--- src/hdl/arp_pkg.sv ---
// ----------------------------------------------------------------------------
// arp_pkg
// Shared types, command and result codes for the address resolution cache.
// ----------------------------------------------------------------------------
package arp_pkg;

  localparam int CACHE_ENTRIES_DEF   = 16;
  localparam int PENDING_ENTRIES_DEF = 8;

  localparam logic [7:0] TIMEOUT_RST = 8'd15;
  localparam logic [3:0] GAP_RST     = 4'd1;
  localparam logic [3:0] LIMIT_RST   = 4'd5;
  localparam logic [3:0] NEW_WAIT    = 4'd15;

  typedef enum logic [1:0] {
    CMD_LOOKUP = 2'd0,
    CMD_QUEUE  = 2'd1,
    CMD_REPLY  = 2'd2,
    CMD_TICK   = 2'd3
  } cmd_t;

  typedef enum logic [2:0] {
    KIND_LOOKUP  = 3'd0,
    KIND_QACK    = 3'd1,
    KIND_RACK    = 3'd2,
    KIND_SEND    = 3'd3,
    KIND_UNREACH = 3'd4,
    KIND_IDLE    = 3'd5
  } kind_t;

  localparam logic [1:0] REG_TIMEOUT = 2'd0;
  localparam logic [1:0] REG_GAP     = 2'd1;
  localparam logic [1:0] REG_LIMIT   = 2'd2;

  typedef struct packed {
    logic [1:0]  command;
    logic [31:0] ip_addr;
    logic [47:0] mac_addr;
  } in_item_t;

  typedef struct packed {
    logic [2:0]  kind;
    logic        hit;
    logic        table_full;
    logic [31:0] target_ip;
    logic [47:0] found_mac;
    logic        last;
  } out_item_t;

  // controller to datapath
  typedef struct packed {
    logic load;      // capture input beat
    logic exec;      // run lookup / queue / reply, build result
    logic age;       // age the cache
    logic sweep;     // handle pending slot at sweep index
    logic sweep_clr; // reset sweep index
  } dp_cmd_t;

  // datapath to controller
  typedef struct packed {
    logic sweep_done; // index at last slot
    logic emitted;    // a tick result was emitted so far
  } dp_sts_t;

endpackage

--- src/hdl/arp_cache_with_request_retry.sv ---
// ----------------------------------------------------------------------------
// arp_cache_with_request_retry
// IPv4-to-MAC cache with a pending request table and tick-driven retries.
// ----------------------------------------------------------------------------
// usage
//   in_*  : one command beat (lookup, queue request, reply, tick)
//   out_* : result beats; last marks the final one of a command
//   cfg_* : register writes (entry_timeout, resend_gap, send_limit), idle only
// sequencing
//   lookup, queue and reply: one result beat per command
//   tick: ages the cache, then one sweep step per pending slot; each due slot
//   sends a beat, and a step waits while a result is in flight or held
//   one command at a time; the next beat is taken once the result is drained
// reset
//   synchronous active-low; clears both valid tables and loads register
//   defaults; no clearing pass
// stall
//   a result waits in the output register; the sweep pauses until it drains,
//   and each sweep beat carries last when no later slot is due
// ----------------------------------------------------------------------------
module arp_cache_with_request_retry #(
  parameter int CACHE_ENTRIES   = arp_pkg::CACHE_ENTRIES_DEF,
  parameter int PENDING_ENTRIES = arp_pkg::PENDING_ENTRIES_DEF
) (
  input  logic               clk,
  input  logic               rst_n,
  input  logic               in_valid,
  output logic               in_ready,
  input  arp_pkg::in_item_t  in_data,
  output logic               out_valid,
  input  logic               out_ready,
  output arp_pkg::out_item_t out_data,
  input  logic               cfg_valid,
  output logic               cfg_ready,
  input  logic [1:0]         cfg_index,
  input  logic [7:0]         cfg_data
);
  import arp_pkg::*;

  logic [7:0] timeout_r;
  logic [3:0] gap_r;
  logic [3:0] limit_r;

  dp_cmd_t   cmd;
  dp_sts_t   sts;
  logic      res_valid;
  out_item_t res;

  // config writes always taken
  assign cfg_ready = 1'b1;

  always_ff @(posedge clk) begin
    if (!rst_n) begin
      timeout_r <= TIMEOUT_RST;
      gap_r     <= GAP_RST;
      limit_r   <= LIMIT_RST;
    end else if (cfg_valid) begin
      unique case (cfg_index)
        REG_TIMEOUT: timeout_r <= cfg_data;
        REG_GAP:     gap_r     <= cfg_data[3:0];
        REG_LIMIT:   limit_r   <= cfg_data[3:0];
        default: ;
      endcase
    end
  end

  arp_ctrl u_ctrl (
    .clk       (clk),
    .rst_n     (rst_n),
    .in_valid  (in_valid),
    .in_ready  (in_ready),
    .in_cmd    (in_data.command),
    .cmd       (cmd),
    .sts       (sts),
    .res_valid (res_valid),
    .res       (res),
    .out_valid (out_valid),
    .out_ready (out_ready),
    .out_data  (out_data)
  );

  arp_datapath #(
    .CACHE_ENTRIES   (CACHE_ENTRIES),
    .PENDING_ENTRIES (PENDING_ENTRIES)
  ) u_dp (
    .clk           (clk),
    .rst_n         (rst_n),
    .in_item       (in_data),
    .cmd           (cmd),
    .entry_timeout (timeout_r),
    .resend_gap    (gap_r),
    .send_limit    (limit_r),
    .sts           (sts),
    .res_valid     (res_valid),
    .res           (res)
  );

endmodule

--- src/hdl/arp_datapath.sv ---
// ----------------------------------------------------------------------------
// arp_datapath
// Cache and pending tables, searches, ageing and the per-slot tick sweep.
// ----------------------------------------------------------------------------
module arp_datapath #(
  parameter int CACHE_ENTRIES   = arp_pkg::CACHE_ENTRIES_DEF,
  parameter int PENDING_ENTRIES = arp_pkg::PENDING_ENTRIES_DEF
) (
  input  logic               clk,
  input  logic               rst_n,
  input  arp_pkg::in_item_t  in_item,
  input  arp_pkg::dp_cmd_t   cmd,
  input  logic [7:0]         entry_timeout,
  input  logic [3:0]         resend_gap,
  input  logic [3:0]         send_limit,
  output arp_pkg::dp_sts_t   sts,
  output logic               res_valid,
  output arp_pkg::out_item_t res
);
  import arp_pkg::*;

  localparam int CW = (CACHE_ENTRIES > 1) ? $clog2(CACHE_ENTRIES) : 1;
  localparam int PW = (PENDING_ENTRIES > 1) ? $clog2(PENDING_ENTRIES) : 1;

  logic [31:0] cache_ip_r   [CACHE_ENTRIES];
  logic [47:0] cache_mac_r  [CACHE_ENTRIES];
  logic [7:0]  cache_age_r  [CACHE_ENTRIES];
  logic [CACHE_ENTRIES-1:0] cache_vld_r;
  logic [31:0] pend_ip_r    [PENDING_ENTRIES];
  logic [3:0]  pend_sends_r [PENDING_ENTRIES];
  logic [3:0]  pend_wait_r  [PENDING_ENTRIES];
  logic [PENDING_ENTRIES-1:0] pend_vld_r;

  in_item_t    item_r;
  logic [PW-1:0] idx_r;
  logic        emitted_r;

  // search results
  logic [CACHE_ENTRIES-1:0]   c_match;
  logic [PENDING_ENTRIES-1:0] p_match;
  logic        c_hit, c_free_f, p_hit, p_free_f;
  logic [CW-1:0] c_hit_idx, c_free_idx;
  logic [PW-1:0] p_hit_idx, p_free_idx;

  always_comb begin
    for (int i = 0; i < CACHE_ENTRIES; i++)
      c_match[i] = cache_vld_r[i] && (cache_ip_r[i] == item_r.ip_addr);
    for (int i = 0; i < PENDING_ENTRIES; i++)
      p_match[i] = pend_vld_r[i] && (pend_ip_r[i] == item_r.ip_addr);
    c_hit = 1'b0; c_hit_idx = '0; c_free_f = 1'b0; c_free_idx = '0;
    for (int i = 0; i < CACHE_ENTRIES; i++) begin
      if (c_match[i]) begin
        c_hit = 1'b1; c_hit_idx = CW'(i);
      end
    end
    for (int i = CACHE_ENTRIES - 1; i >= 0; i--) begin
      if (!cache_vld_r[i]) begin
        c_free_f = 1'b1; c_free_idx = CW'(i);
      end
    end
    p_hit = 1'b0; p_hit_idx = '0; p_free_f = 1'b0; p_free_idx = '0;
    for (int i = PENDING_ENTRIES - 1; i >= 0; i--) begin
      if (p_match[i]) begin
        p_hit = 1'b1; p_hit_idx = PW'(i);
      end
      if (!pend_vld_r[i]) begin
        p_free_f = 1'b1; p_free_idx = PW'(i);
      end
    end
  end

  // sweep slot evaluation
  logic [3:0] s_wait;
  logic       s_due, s_give_up;
  always_comb begin
    s_wait    = (pend_wait_r[idx_r] == 4'd15) ? 4'd15 : pend_wait_r[idx_r] + 4'd1;
    s_due     = pend_vld_r[idx_r] && (s_wait > resend_gap);
    s_give_up = pend_sends_r[idx_r] >= send_limit;
  end

  // any slot after the sweep index still due on this tick
  logic later_due;
  always_comb begin
    later_due = 1'b0;
    for (int j = 0; j < PENDING_ENTRIES; j++) begin
      if ((PW'(j) > idx_r) && pend_vld_r[j] &&
          (((pend_wait_r[j] == 4'd15) ? 4'd15 : pend_wait_r[j] + 4'd1) > resend_gap))
        later_due = 1'b1;
    end
  end

  assign sts.sweep_done = (idx_r == PW'(PENDING_ENTRIES - 1));
  assign sts.emitted    = emitted_r;

  always_ff @(posedge clk) begin
    if (!rst_n) begin
      cache_vld_r <= '0;
      pend_vld_r  <= '0;
      res_valid   <= 1'b0;
      idx_r       <= '0;
      emitted_r   <= 1'b0;
    end else begin
      res_valid <= 1'b0;
      if (cmd.load) item_r <= in_item;
      if (cmd.sweep_clr) begin
        idx_r     <= '0;
        emitted_r <= 1'b0;
      end
      if (cmd.exec) begin
        res_valid      <= 1'b1;
        res.target_ip  <= item_r.ip_addr;
        res.last       <= 1'b1;
        res.hit        <= 1'b0;
        res.table_full <= 1'b0;
        res.found_mac  <= '0;
        unique case (cmd_t'(item_r.command))
          CMD_LOOKUP: begin
            res.kind <= KIND_LOOKUP;
            res.hit  <= c_hit;
            if (c_hit) res.found_mac <= cache_mac_r[c_hit_idx];
          end
          CMD_QUEUE: begin
            res.kind <= KIND_QACK;
            if (p_hit) res.hit <= 1'b1;
            else if (!p_free_f) res.table_full <= 1'b1;
            else begin
              pend_vld_r[p_free_idx]   <= 1'b1;
              pend_ip_r[p_free_idx]    <= item_r.ip_addr;
              pend_sends_r[p_free_idx] <= 4'd0;
              pend_wait_r[p_free_idx]  <= NEW_WAIT;
            end
          end
          CMD_REPLY: begin
            res.kind       <= KIND_RACK;
            res.hit        <= p_hit;
            res.table_full <= !c_free_f;
            if (p_hit) pend_vld_r[p_hit_idx] <= 1'b0;
            if (c_free_f) begin
              cache_vld_r[c_free_idx] <= 1'b1;
              cache_ip_r[c_free_idx]  <= item_r.ip_addr;
              cache_mac_r[c_free_idx] <= item_r.mac_addr;
              cache_age_r[c_free_idx] <= 8'd0;
            end
          end
          default: begin
            // tick with nothing due
            res.kind      <= KIND_IDLE;
            res.target_ip <= '0;
          end
        endcase
      end
      if (cmd.age) begin
        for (int i = 0; i < CACHE_ENTRIES; i++) begin
          if (cache_vld_r[i]) begin
            if (cache_age_r[i] != 8'hFF) cache_age_r[i] <= cache_age_r[i] + 8'd1;
            if (((cache_age_r[i] == 8'hFF) ? 8'hFF : cache_age_r[i] + 8'd1)
                > entry_timeout)
              cache_vld_r[i] <= 1'b0;
          end
        end
      end
      if (cmd.sweep) begin
        if (!sts.sweep_done) idx_r <= idx_r + PW'(1);
        if (pend_vld_r[idx_r]) pend_wait_r[idx_r] <= s_wait;
        if (s_due) begin
          res_valid      <= 1'b1;
          emitted_r      <= 1'b1;
          res.hit        <= 1'b0;
          res.table_full <= 1'b0;
          res.found_mac  <= '0;
          res.target_ip  <= pend_ip_r[idx_r];
          res.last       <= !later_due;
          if (s_give_up) begin
            res.kind <= KIND_UNREACH;
            pend_vld_r[idx_r] <= 1'b0;
          end else begin
            res.kind <= KIND_SEND;
            pend_wait_r[idx_r] <= 4'd0;
            if (pend_sends_r[idx_r] != 4'd15)
              pend_sends_r[idx_r] <= pend_sends_r[idx_r] + 4'd1;
          end
        end
      end
    end
  end

endmodule

--- src/hdl/arp_ctrl.sv ---
// ----------------------------------------------------------------------------
// arp_ctrl
// Sequencer: accepts a beat, runs the command, walks the tick sweep and
// holds one output beat in a register; commands wait until it is free.
// ----------------------------------------------------------------------------
module arp_ctrl (
  input  logic                clk,
  input  logic                rst_n,
  input  logic                in_valid,
  output logic                in_ready,
  input  logic [1:0]          in_cmd,
  output arp_pkg::dp_cmd_t    cmd,
  input  arp_pkg::dp_sts_t    sts,
  input  logic                res_valid,
  input  arp_pkg::out_item_t  res,
  output logic                out_valid,
  input  logic                out_ready,
  output arp_pkg::out_item_t  out_data
);
  import arp_pkg::*;

  typedef enum logic [2:0] {
    ST_IDLE, ST_EXEC, ST_AGE, ST_SWEEP, ST_FINAL, ST_WAIT
  } state_t;

  state_t    state_r;
  logic      tick_r;
  out_item_t out_r;
  logic      out_vld_r;
  logic      out_free;

  // the datapath result is registered and lands in the cycle after the command, so a new
  // command only goes out when the output register is empty and no result is in flight
  assign out_free  = !out_vld_r && !res_valid;
  assign in_ready  = (state_r == ST_IDLE) && !res_valid && !out_vld_r;
  assign out_valid = out_vld_r;
  assign out_data  = out_r;

  always_comb begin
    cmd = '0;
    unique case (state_r)
      ST_IDLE:  begin
        cmd.load      = in_valid && in_ready;
        cmd.sweep_clr = 1'b1;
      end
      ST_EXEC:  cmd.exec  = !tick_r && out_free;
      ST_AGE:   cmd.age   = 1'b1;
      ST_SWEEP: cmd.sweep = out_free;
      ST_FINAL: cmd.exec  = out_free && !sts.emitted;
      ST_WAIT:  cmd = '0;
      default:  cmd = '0;
    endcase
  end

  always_ff @(posedge clk) begin
    if (!rst_n) begin
      state_r   <= ST_IDLE;
      tick_r    <= 1'b0;
      out_vld_r <= 1'b0;
    end else begin
      if (out_vld_r && out_ready) out_vld_r <= 1'b0;
      if (res_valid) begin
        out_vld_r <= 1'b1;
        out_r     <= res;
      end
      unique case (state_r)
        ST_IDLE: if (cmd.load) begin
          tick_r  <= (cmd_t'(in_cmd) == CMD_TICK);
          state_r <= ST_EXEC;
        end
        ST_EXEC: begin
          if (tick_r) state_r <= ST_AGE;
          else if (out_free) state_r <= ST_WAIT;
        end
        ST_AGE: state_r <= ST_SWEEP;
        ST_SWEEP: if (out_free && sts.sweep_done) state_r <= ST_FINAL;
        ST_FINAL: begin
          // sweep results already carry last; otherwise send the idle beat
          if (sts.emitted || out_free) state_r <= ST_WAIT;
        end
        ST_WAIT: if (!res_valid) state_r <= ST_IDLE;
        default: state_r <= ST_IDLE;
      endcase
    end
  end

endmodule
--- config.mk ---
export PLATFORM = sky130hd
export DESIGN_NAME = arp_cache_with_request_retry
export DESIGN_NICKNAME = d
export VERILOG_FILES = /design/src/hdl/arp_pkg.sv /design/src/hdl/arp_cache_with_request_retry.sv /design/src/hdl/arp_datapath.sv /design/src/hdl/arp_ctrl.sv
export SDC_FILE = /design/constraint.sdc
export NUM_CORES = 2
export LEC_CHECK = 0
export BUFFER_PORTS_ARGS = -buffer_cell sky130_fd_sc_hd__buf_2
export CELL_PAD_IN_SITES_DETAIL_PLACEMENT = 1
export CELL_PAD_IN_SITES_GLOBAL_PLACEMENT = 1
export CORE_MARGIN = 2
export CORE_UTILIZATION = 35
export CTS_CLUSTER_SIZE = 14
export DETAILED_ROUTE_END_ITERATION = 10
export HOLD_SLACK_MARGIN = 0.15
export PLACE_DENSITY = 0.62
export REMOVE_ABC_BUFFERS = 1
export SETUP_SLACK_MARGIN = 0.4
export SLEW_MARGIN = 0
export SYNTH_ARGS = -nofsm -noshare
export SYNTH_HDL_FRONTEND = slang
export SYNTH_SLANG_ARGS = --single-unit
--- constraint.sdc ---
create_clock -name clk -period 13 [get_ports clk]
set_input_delay 1.3 -clock clk [delete_from_list [all_inputs] [get_ports clk]]
set_output_delay 1.3 -clock clk [all_outputs]
set_load 0.005 [all_outputs]
=== Word-level counts from Yosys, hierarchy flattened ===
Memories as Yosys holds them, arrays and structs flattened. A register that Yosys moved wholly into a read port is not among the register bits.
Index checks and enable logic that the tools add are counted.

* Add/sub/neg operators: 27
* Equality and inequality tests: 82
* Reduce and logical (&&, ||, !) cells: 75
* Order comparisons: 42
* Mux-type cells: 338
* Bitwise gates (word level): 7

{| class="wikitable"
|+ Operators by type and width
! operator !! count
|-
| 32-bit equality test || 24
|-
| 86-bit two-way mux || 3
|-
| 1-bit two-way mux || 218
|-
| 8-bit two-way mux || 25
|-
| 4-bit two-way mux || 37
|-
| 8-bit by 1-bit adder with 8-bit output (second input constant) || 16
|-
| 8-bit equality test (second input constant) || 16
|-
| 8-bit > comparator || 16
|-
| 8-bit != test (second input constant) || 16
|-
| 3-bit two-way mux || 35
|-
| 48-bit two-way mux || 2
|-
| 16-bit two-way mux || 4
|-
| 1-bit logical AND || 53
|-
| 4-bit by 1-bit adder with 4-bit output (second input constant) || 10
|-
| 4-bit equality test (second input constant) || 9
|-
| 4-bit > comparator || 9
|-
| 32-bit two-way mux || 1
|-
| 3-bit one-hot mux with 6 select lines || 1
|-
| 8-bit bitwise AND || 2
|-
| 8-bit NOT || 2
|-
| 16-bit bitwise OR || 1
|-
| 8-bit one-hot mux with 2 select lines || 1
|-
| 3-bit > comparator (first input constant) || 4
|-
| 3-bit by 4-bit < comparator with 1-bit output (second input constant) || 3
|-
| other kinds (35) || 63
|}

* Bits of input ports: 97
* Output and inout bits: 89
* Bits in writable memories: 1728
* Word-level logic and storage cells: 603
* Memories: 6
* Bits in registers: 304

{| class="wikitable"
|+ Memory list
! memory !! words !! bits a word !! read ports !! clocked after Yosys merged registers in !! write ports !! RTL line !! RTL
|-
| u_dp.cache_mac_r || 16 || 48 || 1 || 0 || 1 || arp_datapath.sv:26 || <nowiki>logic [47:0] cache_mac_r [CACHE_ENTRIES];</nowiki>
|-
| u_dp.cache_ip_r || 16 || 32 || 16 || 0 || 1 || arp_datapath.sv:25 || <nowiki>logic [31:0] cache_ip_r [CACHE_ENTRIES];</nowiki>
|-
| u_dp.pend_ip_r || 8 || 32 || 9 || 1 || 1 || arp_datapath.sv:29 || <nowiki>logic [31:0] pend_ip_r [PENDING_ENTRIES];</nowiki>
|-
| u_dp.cache_age_r || 16 || 8 || 16 || 0 || 16 || arp_datapath.sv:27 || <nowiki>logic [7:0] cache_age_r [CACHE_ENTRIES];</nowiki>
|-
| u_dp.pend_sends_r || 8 || 4 || 1 || 1 || 1 || arp_datapath.sv:30 || <nowiki>logic [3:0] pend_sends_r [PENDING_ENTRIES];</nowiki>
|-
| u_dp.pend_wait_r || 8 || 4 || 9 || 1 || 1 || arp_datapath.sv:31 || <nowiki>logic [3:0] pend_wait_r [PENDING_ENTRIES];</nowiki>
|}

=== Depth between registers and ports, before layout ===
* Word-level depth: 27
* Mapped depth: 26
* Mapped depth without buffers: 21

=== Hierarchy ===
Synthesis repeated with hierarchy kept, for this count alone.

* Cell total of the unflattened synthesis: 6696
* Area total of the unflattened synthesis: 92502.5 um^2

{| class="wikitable"
|+ By module, submodules not included
! module !! times used !! cells each !! area each (um^2) !! seq. area each (um^2)
|-
| arp_datapath || 1 || 6492 || 88820.2 || 57515.2
|-
| arp_ctrl || 1 || 136 || 3004.1 || 2682.6
|-
| arp_cache_with_request_retry || 1 || 68 || 678.2 || 320.3
|}

=== Worst setup path after synthesis ===
No wires, ideal clock.

* Kind: reg-to-reg
* Start point: register u_ctrl.state_r[2]
* End point: memory u_dp.cache_ip_r[10][0], enable pin
* Required time: 12.481 ns
* Clock period less this slack: 6.048 ns
* Setup slack: 6.952 ns
* Arrival: 5.528 ns
* Path buffers: 1
* Setup time: 0.519 ns
* Cell stages (with the launch flop): 8
* Cell sequence: dfxtp_1 > clkbuf_1 > a22oi_1 > nor3_1 > nand2_1 > nor4b_1 > nand2_1 > nor2_1

* Cells in the longest elaborated chain, start to end: 5
* Elaborated cells between the ends (all ways): 6
* Classes of those cells: eq/ne (2); mux (4)

{| class="wikitable"
|+ Ends and longest elaborated chain
! what !! RTL line !! RTL
|-
| start, declared || arp_ctrl.sv:26 || <nowiki>state_t state_r;</nowiki>
|-
| start signal, assigned || arp_ctrl.sv:57 || <nowiki>state_r <= ST_IDLE;</nowiki>
|-
| start signal, assigned || arp_ctrl.sv:69 || <nowiki>state_r <= ST_EXEC;</nowiki>
|-
| start signal, assigned || arp_ctrl.sv:72 || <nowiki>if (tick_r) state_r <= ST_AGE;</nowiki>
|-
| 3-bit equality test / 3-bit by 1-bit equality test with 1-bit output (equally long branches) || arp_ctrl.sv:41 || <nowiki>unique case (state_r)</nowiki>
|-
| 1-bit one-hot mux with 2 select lines (*) || arp_ctrl.sv:41 ||
|-
| 1-bit two-way mux (*) || arp_datapath.sv:109 || <nowiki>if (cmd.exec) begin</nowiki>
|-
| 1-bit two-way mux (*) || arp_datapath.sv:96 || <nowiki>if (!rst_n) begin</nowiki>
|-
| 1-bit two-way mux (implied by the code) (*) || arp_datapath.sv:140 || <nowiki>cache_ip_r[c_free_idx] <= item_r.ip_addr;</nowiki>
|-
| end, declared || arp_datapath.sv:25 ||
|}

Mark *: on every way between the ends. The rest lies on a longest branch, timed or not.

=== Final worst setup path ===
* Start point: register u_dp.item_r[66] (netlist bit)
* End point: register u_dp.res[29] (netlist name)

* Cells in the longest elaborated chain, start to end: 23
* Elaborated cells between the ends (all ways): 69
* Classes of those cells: eq/ne (16); mux (36); reduce/logical (16); memory (1)

{| class="wikitable"
|+ Ends and longest elaborated chain
! what !! RTL line !! RTL
|-
| start, declared || arp_datapath.sv:34 || <nowiki>in_item_t item_r;</nowiki>
|-
| start signal, assigned || arp_datapath.sv:104 || <nowiki>if (cmd.load) item_r <= in_item;</nowiki>
|-
| 32-bit equality test || arp_datapath.sv:47 || <nowiki>c_match[i] = cache_vld_r[i] && (cache_ip_r[i] == item_r.ip_addr);</nowiki>
|-
| 1-bit logical AND || arp_datapath.sv:47 ||
|-
| 1-bit two-way mux || arp_datapath.sv:52 || <nowiki>if (c_match[i]) begin</nowiki>
|-
| 2-bit two-way mux / 1-bit two-way mux (equally long branches) (2 in a row) || arp_datapath.sv:52 ||
|-
| 3-bit two-way mux / 1-bit two-way mux (equally long branches) (4 in a row) || arp_datapath.sv:52 ||
|-
| 4-bit two-way mux / 1-bit two-way mux (equally long branches) (8 in a row) || arp_datapath.sv:52 ||
|-
| memory read 16 x 48 bit / 1-bit two-way mux (equally long branches) || n/a ||
|-
| 48-bit two-way mux (*) || arp_datapath.sv:120 || <nowiki>if (c_hit) res.found_mac <= cache_mac_r[c_hit_idx];</nowiki>
|-
| 48-bit two-way mux (*) || arp_datapath.sv:116 || <nowiki>unique case (cmd_t'(item_r.command))</nowiki>
|-
| 86-bit two-way mux (*) || arp_datapath.sv:109 ||
|-
| 86-bit two-way mux || arp_datapath.sv:165 || <nowiki>if (s_due) begin</nowiki>
|-
| 86-bit two-way mux (*) || arp_datapath.sv:162 || <nowiki>if (cmd.sweep) begin</nowiki>
|}

Marks and branches as above.
A chain may end at the register's enable or synchronous reset.

==> flow_summary_export.csv <==
group,metric,value,unit
final_layout,final_nets,7023,
sta,skew,94.3,ps
detailed_routing,wl_per_cell,28.3,um
final_layout,multiInputGateArea,0.0286,sq mm
logic_synthesis,async_flop_share,0,
detailed_routing,vias,57600,
clock_network,root_buffer,"clkbuf_16",
worst_hold_path,hp-start,"u_dp.res[66]",
critical_path,cp.required,13600,ps
logic_synthesis,yosys-top-cells-area,"edfxtp_1 (66%), xor2_1 (6.1%), mux2i_1 (2.8%), ha_1 (2.7%), xnor2_1 (2.3%)",
pwr,p_leak,33.1,nW
detailed_routing,viasPerCell,5.60,
global_route,grt_usage,0.217,
critical_path,crit_top_cell,"buf_4",
final_layout,final_cell_area,0.103,sq mm
worst_hold_path,holdCritPathClass,"flop to flop",
final_layout,seq_area,0.0605,sq mm
clock_network,clkTransAtPathRegs,60,ps
logic_synthesis,ys_types,87,
final_layout,area_growth,13.2,%
logic_synthesis,syn_area_per_cell,14.0,sq um
clock_network,numCtsBuffers,213,
critical_path,crit_path_cell_trace,"buf_4 > xor2_1 > nor4_1 > nand4_1 > or4_1 > and3_1 > o21bai_1 > and2_4 > buf_4 > buf_4 > mux2i_1 > o22ai_1 > nor3_2 > o21ai_1",
die,start_util,0.352,
critical_path,crit_path_max_fanout,51,
clock_network,post-cts-setup-buffer-count,0,
global_route,grt_pass1_wl,422000,um
pwr,peakVddDrop,134,uV
global_route,grt_overflow,0,
logic_synthesis,synth_commonest_cells,"edfxtp_1 (1982), xor2_1 (633), nand2_1 (393)",
clock_network,cts_resized,0,
critical_path,r2r_start,"u_dp.item_r[66]",
sta,final.setup.tns,0,ps
detailed_routing,drt_wl_total,291000,um
placement,dpl_cell_area,0.0957,sq mm
logic_synthesis,synthesis.instances,6472,
sta,setup_violations,0,
sta,final-max-slew-violation-count,0,
die,die-area,0.263,sq mm
detailed_routing,drtPass1Iterations,6,
critical_path,cp_top_family,"simple AND/OR/NAND/NOR gates",
detailed_routing,drtAntennaViolNets,0,
die,io_pins,186,
logic_synthesis,ys_seq_elements,2032,
sta,fin_crit,6740,ps
die,row_count,186,
critical_path,start_kind,"flop",
logic_synthesis,synth_fa_ha_area_frac,0.0272,
placement,io_buffer_count,184,
logic_synthesis,seq_area_frac_synth,0.668,
final_layout,n_fill_cell,26300,
logic_synthesis,synth_edf_count,1982,
logic_synthesis,synth_top_family_by_area,"simple AND/OR/NAND/NOR gates",
placement,dp_hpwl,174000,um
logic_synthesis,yosys_warnings,0,
detailed_routing,drt_iter0_markers,5400,
logic_synthesis,yosysTopAreaCell,"edfxtp_1",
clock_network,hold_buffers,0,
sta,final.period_utilization,0.518,
critical_path,startpoint,"u_dp.item_r[66]",
critical_path,critPathMaxStageDelay,900,ps
detailed_routing,drc,0,
die,die_w,513,um
sta,tightest_slew,1330,ps
sta,hold_violations,0,
clock_network,clock-sinks,2032,
global_route,grt_pass1_vias,60000,
critical_path,crit_slowest_cell,"edfxtp_1",
logic_synthesis,netlist.area_leader.share,0.657,
logic_synthesis,synth_mux_area_frac,0.0283,
clock_network,cts_tree,"done",
logic_synthesis,synth-compound-area-share,0.0727,
clock_network,clk_path_buf_depth,3,
clock_network,clock_latency,910,ps
clock_network,htreeDepth,4,
placement,gp_congestion,0.867,
run_status,status,"completed",
sta,max_freq,0.148,GHz
critical_path,critPathBufInv,3,
job,maxCapViolations,0,
logic_synthesis,synthMostInstantiatedCell,"edfxtp_1",
sta,slew_headroom,0.105,
logic_synthesis,ys.flop_type,"edfxtp_1",
pwr,total_power,15.9,mW
critical_path,cp.arrival,7340,ps
pwr,p_per_area,155,mW/mm^2
logic_synthesis,synthSimpleGateAreaFrac,0.0997,
final_layout,drive_above_1_share,0.105,
critical_path,criticalPathCategory,"flop to flop",
logic_synthesis,synth_xor_area_frac,0.0837,
logic_synthesis,syn_area,0.0906,sq mm
global_route,grt_max_degree,69,
critical_path,end_kind,"flop",
die,dieHeight,513,um
global_route,antenna_found_initial,13,
sta,rsz0062_at_grt,"false",
die,core,0.257,sq mm
metal layers:
layer	vias up	GRT usage	wire [um]
met5	-	0	41
met4	6	0.0604	7780
met3	467	0.0296	16500
met2	1849	0.361	139000
met1	30100	0.294	127000
li1	25200	-	-
layout make-up:
type,instances,share of cell area
diodes,2,0.0000488
clock buffers,267,0.0542
clock inverters,121,0.0126
inverters,63,0.00230
multi-input cells,4076,0.279
flip-flops and latches,2032,0.590
well taps,3384,0.0413
repair buffers,343,0.0210
state kept, by name, summed over array words and instances, names as in the netlist, 82 cells and up:
signal / flops
u_dp.cache_mac_r: 768
u_dp.cache_age_r: 128
u_ctrl.out_data: 86
u_dp.item_r: 82
u_dp.res: 86
u_dp.pend_ip_r: 256
u_dp.cache_ip_r: 512
path summary, 6_finish.rpt:
| check | endpoint | slack (ps) | depth (start not counted) |
|---|---|---|---|
| worst max-delay path | u_dp.res[29] | 6260 | 14 |
| worst min-delay path | u_ctrl.out_data[66] | 430 | 0 |
| worst max register to register | u_dp.res[29] | 6260 | 14 |
| worst min register to register | u_ctrl.out_data[66] | 430 | 0 |
power breakdown:
group / internal [mW] / switching [mW] / total (mW)
registers: 7.66 / 0.267 / 7.93
clock network: 3.37 / 2.69 / 6.06
logic: 0.584 / 1.32 / 1.90
total: 11.6 / 4.28 / 15.9
layout by cell type, fill, tap and decap left out, types with 49 or more instances in the layout:
| master | count |
|---|---|
| o21ai_0 | 153 |
| a21oi_1 | 273 |
| edfxtp_1 | 1982 |
| nand3_1 | 215 |
| clkbuf_1 | 52 |
| dfxtp_1 | 50 |
| ha_1 | 197 |
| nor3_1 | 170 |
| xor2_1 | 633 |
| inv_1 | 61 |
| clkbuf_16 | 214 |
| buf_2 | 184 |
| o21a_1 | 90 |
| nand2_1 | 391 |
| clkinv_1 | 49 |
| buf_4 | 155 |
| o21ai_1 | 49 |
| xnor2_1 | 233 |
| nor4_1 | 216 |
| o31a_1 | 49 |
| a22oi_1 | 144 |
| and3_1 | 83 |
| nor2_1 | 276 |
| mux2i_1 | 251 |
| nand4_1 | 120 |
metrics by stage:
stage	setup slack, ps	std cells	hold WS, ps	util
after floorplan	3340	6171	421	-
after global placement	6500	9897	430	0.372
after detailed placement	6320	9897	438	0.372
after CTS	6270	10300	437	0.399
after global routing	5880	10300	452	0.399
final	6260	10300	435	0.399
cell families (layout without fill, tap and decap cells):
group                    after synthesis  in the layout
flip-flops                          2032           2032
AND/OR/NAND/NOR                     1757           1757
AO/OA/AOI/OAI                       1000           1000
XOR/XNOR                             866            866
buffers and inverters                364            794
multiplexers                         255            255
adder cells (fa/ha/maj)              197            197
other                                  1              3
Note: power is estimated with default switching activity, not from simulation.
